[src/design/scld_pkg.sv]
// Shared types, constants and keyword tables for the command line decoder.
// No dependencies; compile first.
package scld_pkg;

  localparam int unsigned MAX_LINE = 34;
  localparam int unsigned KW_COUNT = 7;

  // Text bytes at or beyond this position make the line too long.
  localparam logic [5:0] LINE_LIMIT = 6'(MAX_LINE - 1);
  localparam logic [5:0] POS_MAX    = 6'h3F;

  localparam logic [7:0] NEWLINE = 8'h0A;
  localparam logic [7:0] DIGIT_0 = 8'h30;
  localparam logic [7:0] DIGIT_9 = 8'h39;

  localparam logic [15:0] PERIOD_RESET = 16'd1;
  localparam logic [15:0] PERIOD_MAX   = 16'hFFFF;

  typedef enum logic [2:0] {
    KW_OFF, KW_SCALE_F, KW_SCALE_C, KW_STOP, KW_START, KW_LOG, KW_PERIOD
  } kw_e;

  typedef enum logic [3:0] {
    EV_LOG_CHAR, EV_LOG_END, EV_SCALE_F, EV_SCALE_C, EV_STOP,
    EV_START, EV_OFF, EV_PERIOD, EV_BOGUS
  } ev_e;

  typedef struct packed {
    ev_e         ev;
    logic [7:0]  text;
    logic [15:0] period;
    logic        celsius;
    logic        stopped;
  } res_t;

  // Keyword character at a position, strings padded on the right.
  function automatic logic [7:0] kw_char(input kw_e k, input logic [2:0] pos);
    logic [55:0] s;
    unique case (k)
      KW_OFF:     s = "OFF    ";
      KW_SCALE_F: s = "SCALE=F";
      KW_SCALE_C: s = "SCALE=C";
      KW_STOP:    s = "STOP   ";
      KW_START:   s = "START  ";
      KW_LOG:     s = "LOG    ";
      default:    s = "PERIOD=";
    endcase
    s = s << {pos, 3'b000};
    return s[55:48];
  endfunction

  function automatic logic [5:0] kw_len(input kw_e k);
    logic [5:0] n;
    unique case (k)
      KW_OFF:     n = 6'd3;
      KW_SCALE_F: n = 6'd7;
      KW_SCALE_C: n = 6'd7;
      KW_STOP:    n = 6'd4;
      KW_START:   n = 6'd5;
      KW_LOG:     n = 6'd4;
      default:    n = 6'd7;
    endcase
    return n;
  endfunction

endpackage

[src/design/sensor_command_line_decoder.sv]
// Top level of the sensor command line decoder: decode core plus result buffer.
// Depends on scld_pkg and scld_core.
//
//   channel | valid        | ready        | payload
//   --------+--------------+--------------+-----------------------------------------
//   line    | line_valid_i | line_ready_o | line_byte_i
//   result  | res_valid_o  | res_ready_i  | event_res_o, text_char_o, period_now_o,
//           |              |              | celsius_now_o, stopped_now_o
//
// One byte per cycle while line_ready_o is high: the decode of a byte is a single pass
// through scld_core, and its result (if any) shows the cycle after acceptance unless
// an older result still waits. Results sit in a two-entry buffer (output register
// plus skid register); line_ready_o drops only while both entries are full.
// Reset (rst_ni low, async) gives period 1, Fahrenheit, reporting on, not halted.
// After an OFF line every byte is still accepted but produces nothing.
module sensor_command_line_decoder (
  input  logic        clk_i,
  input  logic        rst_ni,
  input  logic        line_valid_i,
  output logic        line_ready_o,
  input  logic [7:0]  line_byte_i,
  output logic        res_valid_o,
  input  logic        res_ready_i,
  output logic [3:0]  event_res_o,
  output logic [7:0]  text_char_o,
  output logic [15:0] period_now_o,
  output logic        celsius_now_o,
  output logic        stopped_now_o
);

  logic           accept;
  logic           push;
  logic           pop;
  scld_pkg::res_t new_res;

  // Output register and skid register of the result buffer.
  logic           out_valid_q, out_valid_d;
  scld_pkg::res_t out_q, out_d;
  logic           skid_valid_q, skid_valid_d;
  scld_pkg::res_t skid_q, skid_d;

  // Ready is purely registered: room exists whenever the skid entry is free.
  assign line_ready_o = !skid_valid_q;
  assign accept       = line_valid_i && line_ready_o;
  assign pop          = out_valid_q && res_ready_i;

  scld_core u_core (
    .clk_i       (clk_i),
    .rst_ni      (rst_ni),
    .accept_i    (accept),
    .line_byte_i (line_byte_i),
    .res_push_o  (push),
    .res_o       (new_res)
  );

  // Buffer update. A push only happens with the skid entry free, so the skid
  // fills only when the output register is held by a stalled request.
  always_comb begin
    out_valid_d  = out_valid_q;
    out_d        = out_q;
    skid_valid_d = skid_valid_q;
    skid_d       = skid_q;
    if (skid_valid_q) begin
      if (pop) begin
        out_d        = skid_q;
        skid_valid_d = 1'b0;
      end
    end else if (push) begin
      if (out_valid_q && !pop) begin
        skid_d       = new_res;
        skid_valid_d = 1'b1;
      end else begin
        out_d       = new_res;
        out_valid_d = 1'b1;
      end
    end else if (pop) begin
      out_valid_d = 1'b0;
    end
  end

  always_ff @(posedge clk_i or negedge rst_ni) begin
    if (!rst_ni) begin
      out_valid_q  <= 1'b0;
      skid_valid_q <= 1'b0;
    end else begin
      out_valid_q  <= out_valid_d;
      skid_valid_q <= skid_valid_d;
    end
  end

  // Payload registers, no reset needed.
  always_ff @(posedge clk_i) begin
    out_q  <= out_d;
    skid_q <= skid_d;
  end

  assign res_valid_o   = out_valid_q;
  assign event_res_o   = out_q.ev;
  assign text_char_o   = out_q.text;
  assign period_now_o  = out_q.period;
  assign celsius_now_o = out_q.celsius;
  assign stopped_now_o = out_q.stopped;

endmodule

[src/design/scld_core.sv]
// Line state and settings registers with the per-byte decode logic.
// Depends on scld_pkg.
module scld_core (
  input  logic             clk_i,
  input  logic             rst_ni,
  input  logic             accept_i,
  input  logic [7:0]       line_byte_i,
  output logic             res_push_o,
  output scld_pkg::res_t   res_o
);

  logic [5:0]  pos_q, pos_d;
  logic [6:0]  mask_q, mask_d;
  logic        bad_q, bad_d;
  logic [15:0] acc_q, acc_d;
  logic        seen_q, seen_d;
  logic [15:0] period_q, period_d;
  logic        celsius_q, celsius_d;
  logic        stopped_q, stopped_d;
  logic        halted_q, halted_d;

  logic [6:0]     m;
  logic [19:0]    prod;
  logic           is_digit;
  scld_pkg::ev_e  ev;
  logic [7:0]     text;
  logic           push;

  // acc * 10 + digit; the low nibble of an ASCII digit is its value
  assign prod = {1'b0, acc_q, 3'b000} + {3'b000, acc_q, 1'b0} + 20'(line_byte_i[3:0]);
  assign is_digit = (line_byte_i >= scld_pkg::DIGIT_0) && (line_byte_i <= scld_pkg::DIGIT_9);

  always_comb begin
    pos_d     = pos_q;
    mask_d    = mask_q;
    bad_d     = bad_q;
    acc_d     = acc_q;
    seen_d    = seen_q;
    period_d  = period_q;
    celsius_d = celsius_q;
    stopped_d = stopped_q;
    halted_d  = halted_q;
    m         = mask_q;
    ev        = scld_pkg::EV_BOGUS;
    text      = 8'h00;
    push      = 1'b0;
    if (accept_i && !halted_q) begin
      if (line_byte_i != scld_pkg::NEWLINE) begin
        bad_d = bad_q | (pos_q >= scld_pkg::LINE_LIMIT);
        for (int k = 0; k < scld_pkg::KW_COUNT; k++) begin
          if (pos_q < scld_pkg::kw_len(scld_pkg::kw_e'(k))) begin
            if (line_byte_i != scld_pkg::kw_char(scld_pkg::kw_e'(k), pos_q[2:0])) begin
              m[k] = 1'b0;
            end
          end else if (k < int'(scld_pkg::KW_LOG)) begin
            m[k] = 1'b0;
          end
        end
        if (m[scld_pkg::KW_PERIOD] && pos_q >= scld_pkg::kw_len(scld_pkg::KW_PERIOD)) begin
          if (is_digit) begin
            acc_d  = (prod > 20'(scld_pkg::PERIOD_MAX)) ? scld_pkg::PERIOD_MAX : prod[15:0];
            seen_d = 1'b1;
          end else begin
            m[scld_pkg::KW_PERIOD] = 1'b0;
          end
        end
        mask_d = m;
        pos_d  = (pos_q == scld_pkg::POS_MAX) ? pos_q : pos_q + 6'd1;
        if (m[scld_pkg::KW_LOG] && pos_q >= scld_pkg::kw_len(scld_pkg::KW_LOG) && !bad_d) begin
          push = 1'b1;
          ev   = scld_pkg::EV_LOG_CHAR;
          text = line_byte_i;
        end
      end else begin
        push = 1'b1;
        if (!bad_q) begin
          if (m[scld_pkg::KW_OFF] && pos_q == scld_pkg::kw_len(scld_pkg::KW_OFF)) begin
            ev = scld_pkg::EV_OFF;
          end else if (m[scld_pkg::KW_SCALE_F] &&
                       pos_q == scld_pkg::kw_len(scld_pkg::KW_SCALE_F)) begin
            ev        = scld_pkg::EV_SCALE_F;
            celsius_d = 1'b0;
          end else if (m[scld_pkg::KW_SCALE_C] &&
                       pos_q == scld_pkg::kw_len(scld_pkg::KW_SCALE_C)) begin
            ev        = scld_pkg::EV_SCALE_C;
            celsius_d = 1'b1;
          end else if (m[scld_pkg::KW_STOP] && pos_q == scld_pkg::kw_len(scld_pkg::KW_STOP)) begin
            ev        = scld_pkg::EV_STOP;
            stopped_d = 1'b1;
          end else if (m[scld_pkg::KW_START] &&
                       pos_q == scld_pkg::kw_len(scld_pkg::KW_START)) begin
            ev        = scld_pkg::EV_START;
            stopped_d = 1'b0;
          end else if (m[scld_pkg::KW_LOG] && pos_q >= scld_pkg::kw_len(scld_pkg::KW_LOG)) begin
            ev = scld_pkg::EV_LOG_END;
          end else if (m[scld_pkg::KW_PERIOD] &&
                       pos_q > scld_pkg::kw_len(scld_pkg::KW_PERIOD) && seen_q) begin
            ev       = scld_pkg::EV_PERIOD;
            period_d = acc_q;
          end
        end
        pos_d  = '0;
        mask_d = '1;
        bad_d  = 1'b0;
        acc_d  = '0;
        seen_d = 1'b0;
        if (ev == scld_pkg::EV_OFF) begin
          halted_d = 1'b1;
        end
      end
    end
  end

  always_ff @(posedge clk_i or negedge rst_ni) begin
    if (!rst_ni) begin
      pos_q     <= '0;
      mask_q    <= '1;
      bad_q     <= 1'b0;
      acc_q     <= '0;
      seen_q    <= 1'b0;
      period_q  <= scld_pkg::PERIOD_RESET;
      celsius_q <= 1'b0;
      stopped_q <= 1'b0;
      halted_q  <= 1'b0;
    end else begin
      pos_q     <= pos_d;
      mask_q    <= mask_d;
      bad_q     <= bad_d;
      acc_q     <= acc_d;
      seen_q    <= seen_d;
      period_q  <= period_d;
      celsius_q <= celsius_d;
      stopped_q <= stopped_d;
      halted_q  <= halted_d;
    end
  end

  assign res_push_o    = push;
  assign res_o.ev      = ev;
  assign res_o.text    = text;
  assign res_o.period  = period_d;
  assign res_o.celsius = celsius_d;
  assign res_o.stopped = stopped_d;

endmodule

[config.mk]
export PLATFORM = sky130hd
export DESIGN_NAME = sensor_command_line_decoder
export DESIGN_NICKNAME = d
export VERILOG_FILES = /design/src/design/scld_pkg.sv /design/src/design/sensor_command_line_decoder.sv /design/src/design/scld_core.sv
export SDC_FILE = /design/constraint.sdc
export NUM_CORES = 1
export LEC_CHECK = 0
export BUFFER_PORTS_ARGS = -buffer_cell sky130_fd_sc_hd__buf_4
export CAP_MARGIN = 20
export CORE_MARGIN = 10
export CORE_UTILIZATION = 55
export CTS_BUF_LIST = sky130_fd_sc_hd__clkbuf_16
export DETAILED_ROUTE_END_ITERATION = 6
export PLACE_DENSITY = 0.73
export SLEW_MARGIN = 20
export SYNTH_ARGS = -nofsm -noshare
export SYNTH_HDL_FRONTEND = slang
export SYNTH_SLANG_ARGS = --single-unit
[constraint.sdc]
create_clock -name clk_i -period 12.39 [get_ports clk_i]
set_clock_uncertainty 0.1 [all_clocks]
set_input_delay 1.239 -clock clk_i [delete_from_list [all_inputs] [get_ports clk_i]]
set_output_delay 1.239 -clock clk_i [all_outputs]
set_load 0.01 [all_outputs]
After elaboration in Yosys (flattened, before gate mapping). Cells that the tools add are included. Widths: inputs -> output; s select.

Reduce and logical (&&, ||, !) cells: 33. Shifts and indexed selects: 7. Add/sub/neg operators: 3. Order comparisons: 11. Equality and inequality tests: 25. Bitwise logic cells: 3. Mux-type cells: 114.

Operators by type and width (count): $mux 56 (21); $shl 56x6->56 (7); $mux 16 (14); $mux 30 (4); $mux 6 (10); $ne 8x8->1 (7); $mux 4 (13); $mux 1 (48); $lt 6x6->1 (4); $mux 8 (3); $add 19x17->20 (1); $add 20x4->20 (1); $gt 20x16->1 const B (1); $eq 6x3->1 const B (3); $logic_and 1x1->1 (16); $ne 3x3->1 const B (5); $reduce_and 3->1 (5); $ge 6x3->1 const B (2); $reduce_and 2->1 (6); $ne 2x2->1 const B (5); $ge 8x6->1 const B (1); $le 8x6->1 const B (1); $ne 8x4->1 const B (1); $mux 7 (1); other kinds (11) (16).

Output and inout port bits: 32. Input port bits: 12. Logic and storage cells: 222. Register bits after elaboration: 112.

Longest topological paths before layout.
Depth after elaboration: 22. Mapped depth: 11. Depth with buffers taken out: 10.

Cells and area by module. A second synthesis with hierarchy kept.

Cells, all modules: 600. Area, all modules: 6565.0 um2.

By module, submodules not included: scld_core (times used 1, area each 4149.0 um2, seq. area each 1261.2 um2, cells each 494); sensor_command_line_decoder (times used 1, area each 2416.1 um2, seq. area each 1851.8 um2, cells each 106).

Worst setup path after synthesis. No wires, ideal clock.

Path kind: register to register. Start: register u_core.pos_q[1]. End: register out_q, in the netlist celsius_now_o (enable). Library setup time: 0.427 ns. Stages on the path, launching flop included: 10. Period minus slack after synthesis: 4.218 ns. Path buffers: 1. Arrival time: 3.691 ns. Required time: 11.863 ns. Setup slack: 8.172 ns. Cells stage by stage: dfrtp_1 clkbuf_1 inv_1 ha_1 or4_1 a21oi_1 nand3b_1 a21oi_1 a21oi_1 a21oi_1.

Cells in the longest elaborated chain, start to end: 13. Elaborated cells on any way between the ends: 18. Classes of those cells: 3 x order compare; 1 x eq/ne; 1 x shift; 7 x mux; 1 x bitwise; 5 x reduce/logical.

RTL lines: from (decl) (RTL line scld_core.sv:12) `logic [5:0] pos_q, pos_d;`; from (signal assigned) (RTL line scld_core.sv:126) `pos_q <= pos_d;`; $shl 56x6->56 (RTL line scld_pkg.sv:48) `s = s << {pos, 3'b000};`; $ne 8x8->1 (RTL line scld_core.sv:52) `if (line_byte_i != scld_pkg::kw_char(scld_pkg::kw_e'(k), pos_q[2:0])) begin`; $mux 1 (RTL line scld_core.sv:52); $mux 1 (RTL line scld_core.sv:51) `if (pos_q < scld_pkg::kw_len(scld_pkg::kw_e'(k))) begin`; $mux 1 (RTL line scld_core.sv:48) `if (line_byte_i != scld_pkg::NEWLINE) begin`; $mux 1 (RTL line scld_core.sv:47) `if (accept_i && !halted_q) begin`; $logic_and 1x1->1 (RTL line scld_core.sv:69) `if (m[scld_pkg::KW_LOG] && pos_q >= scld_pkg::kw_len(scld_pkg::KW_LOG) && !bad_d) begin`; $logic_and 1x1->1 (*) (RTL line scld_core.sv:69); $mux 1 (*) (RTL line scld_core.sv:69); $mux 1 (*) (RTL line scld_core.sv:48); $mux 1 (*) (RTL line scld_core.sv:47); $reduce_bool 2->1 (no source line) (*); $reduce_and 3->1 (no source line) (*); to (signal assigned) (RTL line sensor_command_line_decoder.sv:93) `out_q <= out_d;`; to (decl) (RTL line sensor_command_line_decoder.sv:38) `scld_pkg::res_t out_q, out_d;`.

Every way passes the cells marked *; elsewhere a longest branch is shown, timed or not. The select of a mux whose other input is x is not followed. A chain may end at the register's enable or synchronous reset.

Worst setup path after layout.
Start: input port line_byte_i[3]. End: register u_core.acc_q[15].

Cells in the longest elaborated chain, start to end: 8. Elaborated cells on any way between the ends: 19. Classes of those cells: 1 x add/sub; 3 x order compare; 4 x eq/ne; 8 x mux; 3 x reduce/logical.

RTL lines: from (decl) (RTL line sensor_command_line_decoder.sv:21) `input logic [7:0] line_byte_i,`; branches (longest 8 deep; another with $add 20x4->20); to (signal assigned) (RTL line scld_core.sv:119) `acc_q <= '0;`; to (signal assigned) (RTL line scld_core.sv:129) `acc_q <= acc_d;`; to (decl) (RTL line scld_core.sv:15) `logic [15:0] acc_q, acc_d;`.

Parallel ways; which one is timed is not known. The select of a mux whose other input is x is not followed.

==> results.tsv <==
metric	value	unit
CP Capture Type	flip-flop	
Post-synth top cells	edfxtp_1 (60), dfrtp_1 (44), o21ai_0 (40)	
Tcrit/Tclk final	35.57	%
Crit Path Category	in2reg	
die height	129.8	µm
num rows	40	
most common cell in the netlist	edfxtp_1	
fmax	226.9	MHz
initial antenna violation count	0	
GRT Total Usage	17.34	%
Layout Nets	678	
post-route insts no fill	778	
Setup TNS	0	ps
CP arrival	4490	ps
Max-slew headroom	44.20	%
# hold bufs at CTS	0	
vias post-DR	4808	
cts repair resizes	0	
P per Cell Area	93.20	mW/mm²
vias per cell	6.180	
CTS root buf	clkbuf_16	
Clock Latency Late Sink	340	ps
Overflow after GRT	0	
worst path required time	12470	ps
Avg Cell Area, Syn	11.03	µm²
HP Class	reg2reg	
top post-synthesis cells by area	edfxtp_1 (27%), dfrtp_1 (17%), ha_1 (7.2%), mux2_2 (4.1%), dfstp_2 (3.2%)	
initial core utilization	55.64	%
max-capacitance violation count	0	
DRT iter0 DRCs	497	
Most used DFF post-synth	edfxtp_1	
Net Count, Synth	653	
layout cells sized above 1	19.81	%
Synth async-reset ratio	46.43	%
met1 wire length	6.973	mm
Die Footprint	0.01684	mm²
status	finished, final reports clean	
Synth Warn #	0	
DR WL met3	833	µm
H-tree levels	3	
DR WL/cell	18.44	µm
Gate Count Post-Synth	601	
Slew Limit Fails	0	
residual DRC count	0	
sequential-to-total area share from yosys stat	46.97	%
Max Root-Sink Buffers	2	
share of the synthesized area in the top cell type	27.19	%
pin count of the biggest net entering global routing	53	
clock slew at reported path FFs	70	ps
Pleak	3.115	nW
minimum clock period	4407	ps
RSZ-0062 raised after global routing	no	
I/O pin cnt	44	
remaining antenna violation count	0	
Final Hold Vio Count	0	
fill count	997	
metal2 WL	6.350	mm
clock sink total	112	
leading area contributor after synthesis	edfxtp_1	
CTS tree	built	
library cells used by synthesis	73	
area post-placement	0.006969	mm²
Inserted Clock Buffers	9	
Antenna Diode Count	0	
IO Port Bufs	43	
gpl congestion	0.9127	
first-pass GRT wire length	23.58	mm
Final setup viols	0	
CP max FO	16	
CORE AREA	0.01191	mm²
# Post-CTS Setup Buffers	0	
top sig layer	met4	
number of global-route vias before repair	4520	
Area Overhead vs Synth	9.269	%
final instance area	0.007242	mm²
final wirelength	14.35	mm
Die Wd	129.8	µm
Inst Count DP	762	
DPL Wire Length	10.56	mm
EDFF count, synth	60	
Netlist Area Pre-Place	0.006628	mm²
Least-Margin Pin Slew	837.0	ps
worst vdd ir	0.05806	mV
Synth Register Bits	112	
Pre-Repair DR Iteration Count	5	
CP startpoint kind	input pin	
[power by group]
part	total [mW]	leakage, nW	internal [mW]	switching (mW)
Sequential	0.389	1.20	0.389	0.0000228
Combinational	0.0231	1.78	0.00809	0.0150
Clock	0.262	0.134	0.137	0.126
Total	0.675	3.11	0.534	0.141
[flip-flops by register name (all words and copies together) (netlist names), 4 cells and up]
register	flops
skid_q	30
period_now_o	16
u_core.acc_q	16
u_core.period_q	16
text_char_o	8
u_core.mask_q	7
u_core.pos_q	6
event_res_o	4
[layout by cell type (no fill, tap or decap), types with 17 or more instances in the layout]
master / netlist / final
o21ai_0: 40 / 40
a22oi_1: 17 / 17
nor2_1: 39 / 39
buf_4: 3 / 47
a21oi_1: 37 / 36
mux2_2: 24 / 24
dfrtp_1: 44 / 44
nand2_1: 37 / 37
edfxtp_1: 60 / 60
ha_1: 38 / 38
xnor2_1: 19 / 19
[path summary, 6_finish.rpt]
| check | from | end | slack (ps) | cells past startpoint |
|---|---|---|---|---|
| max | line_byte_i[3] | u_core.acc_q[15]$_DFFE_PN0P_ | 7980 | 10 |
| min | u_core.mask_q[4]$_DFFE_PN1P_ | u_core.mask_q[4]$_DFFE_PN1P_ | 390 | 2 |
| min in group asynchronous | rst_ni | u_core.period_q[14]$_DFF_PN0_ | 820 | 1 |
| max in group asynchronous | rst_ni | u_core.halted_q$_DFFE_PN0P_ | 10920 | 1 |
| min reg2reg | u_core.mask_q[4]$_DFFE_PN1P_ | u_core.mask_q[4]$_DFFE_PN1P_ | 390 | 2 |
| max reg2reg | u_core.pos_q[0]$_DFFE_PN0P_ | period_now_o[14]$_DFFE_PP_ | 8450 | 10 |
[layout make-up]
| class | instances | area, µm² | share of cell area (%) |
|---|---|---|---|
| clock buffers | 9 | 225.2 | 3.110 |
| clock inverters | 7 | 47.55 | 0.6565 |
| inverters | 12 | 45.04 | 0.6220 |
| multi-input cells | 444 | 3274 | 45.21 |
| flip-flops and latches | 112 | 3113 | 42.99 |
| well taps | 147 | 183.9 | 2.540 |
| repair buffers | 47 | 352.8 | 4.872 |
[cell families (layout without fill, tap and decap cells)]
group / Yosys count / in the layout / share of synthesized area (%)
and+or+nand+nor: 168 / 168 / 13.93
AOI/OAI and AO/OA: 165 / 165 / 16.25
DFF: 112 / 112 / 46.97
buffers and inverters: 45 / 75 / 3.681
adders and majority gates: 40 / 40 / 7.778
muxes: 38 / 38 / 7.023
xor gates and xnor gates: 33 / 33 / 4.361
[worst max-delay path, stage by stage]
cell       delay (ps)
buf_4             180
fa_1              540
fa_1              500
a211oi_1          340
o21ai_1           170
and4_1            250
nor3_2            120
o221ai_2          130
a2111oi_4         790
o21ai_0           200
[metal layers]
metal / track usage, % / vias to the layer above
met1: 25.76 / 2334
met5: 0 / -
met3: 2.921 / 17
met2: 25.17 / 165
met4: 5.489 / 0
li1: - / 2292
[stage by stage]
| stage | setup slack, ps | power, mW | hold slack [ps] | utilization [%] |
|---|---|---|---|---|
| after floorplan | 8172 | 0.4105 | 357.9 | - |
| after global placement | 7769 | 0.4198 | 369.4 | 58.51 |
| after detailed placement | 7658 | 0.4203 | 382.7 | 58.51 |
| after CTS | 8025 | 0.6803 | 392.5 | 60.80 |
| after global routing | 7702 | 0.6981 | 411.9 | 60.80 |
| final | 7983 | 0.6749 | 393.3 | 60.80 |
Note: power is estimated with default switching activity, not from simulation.
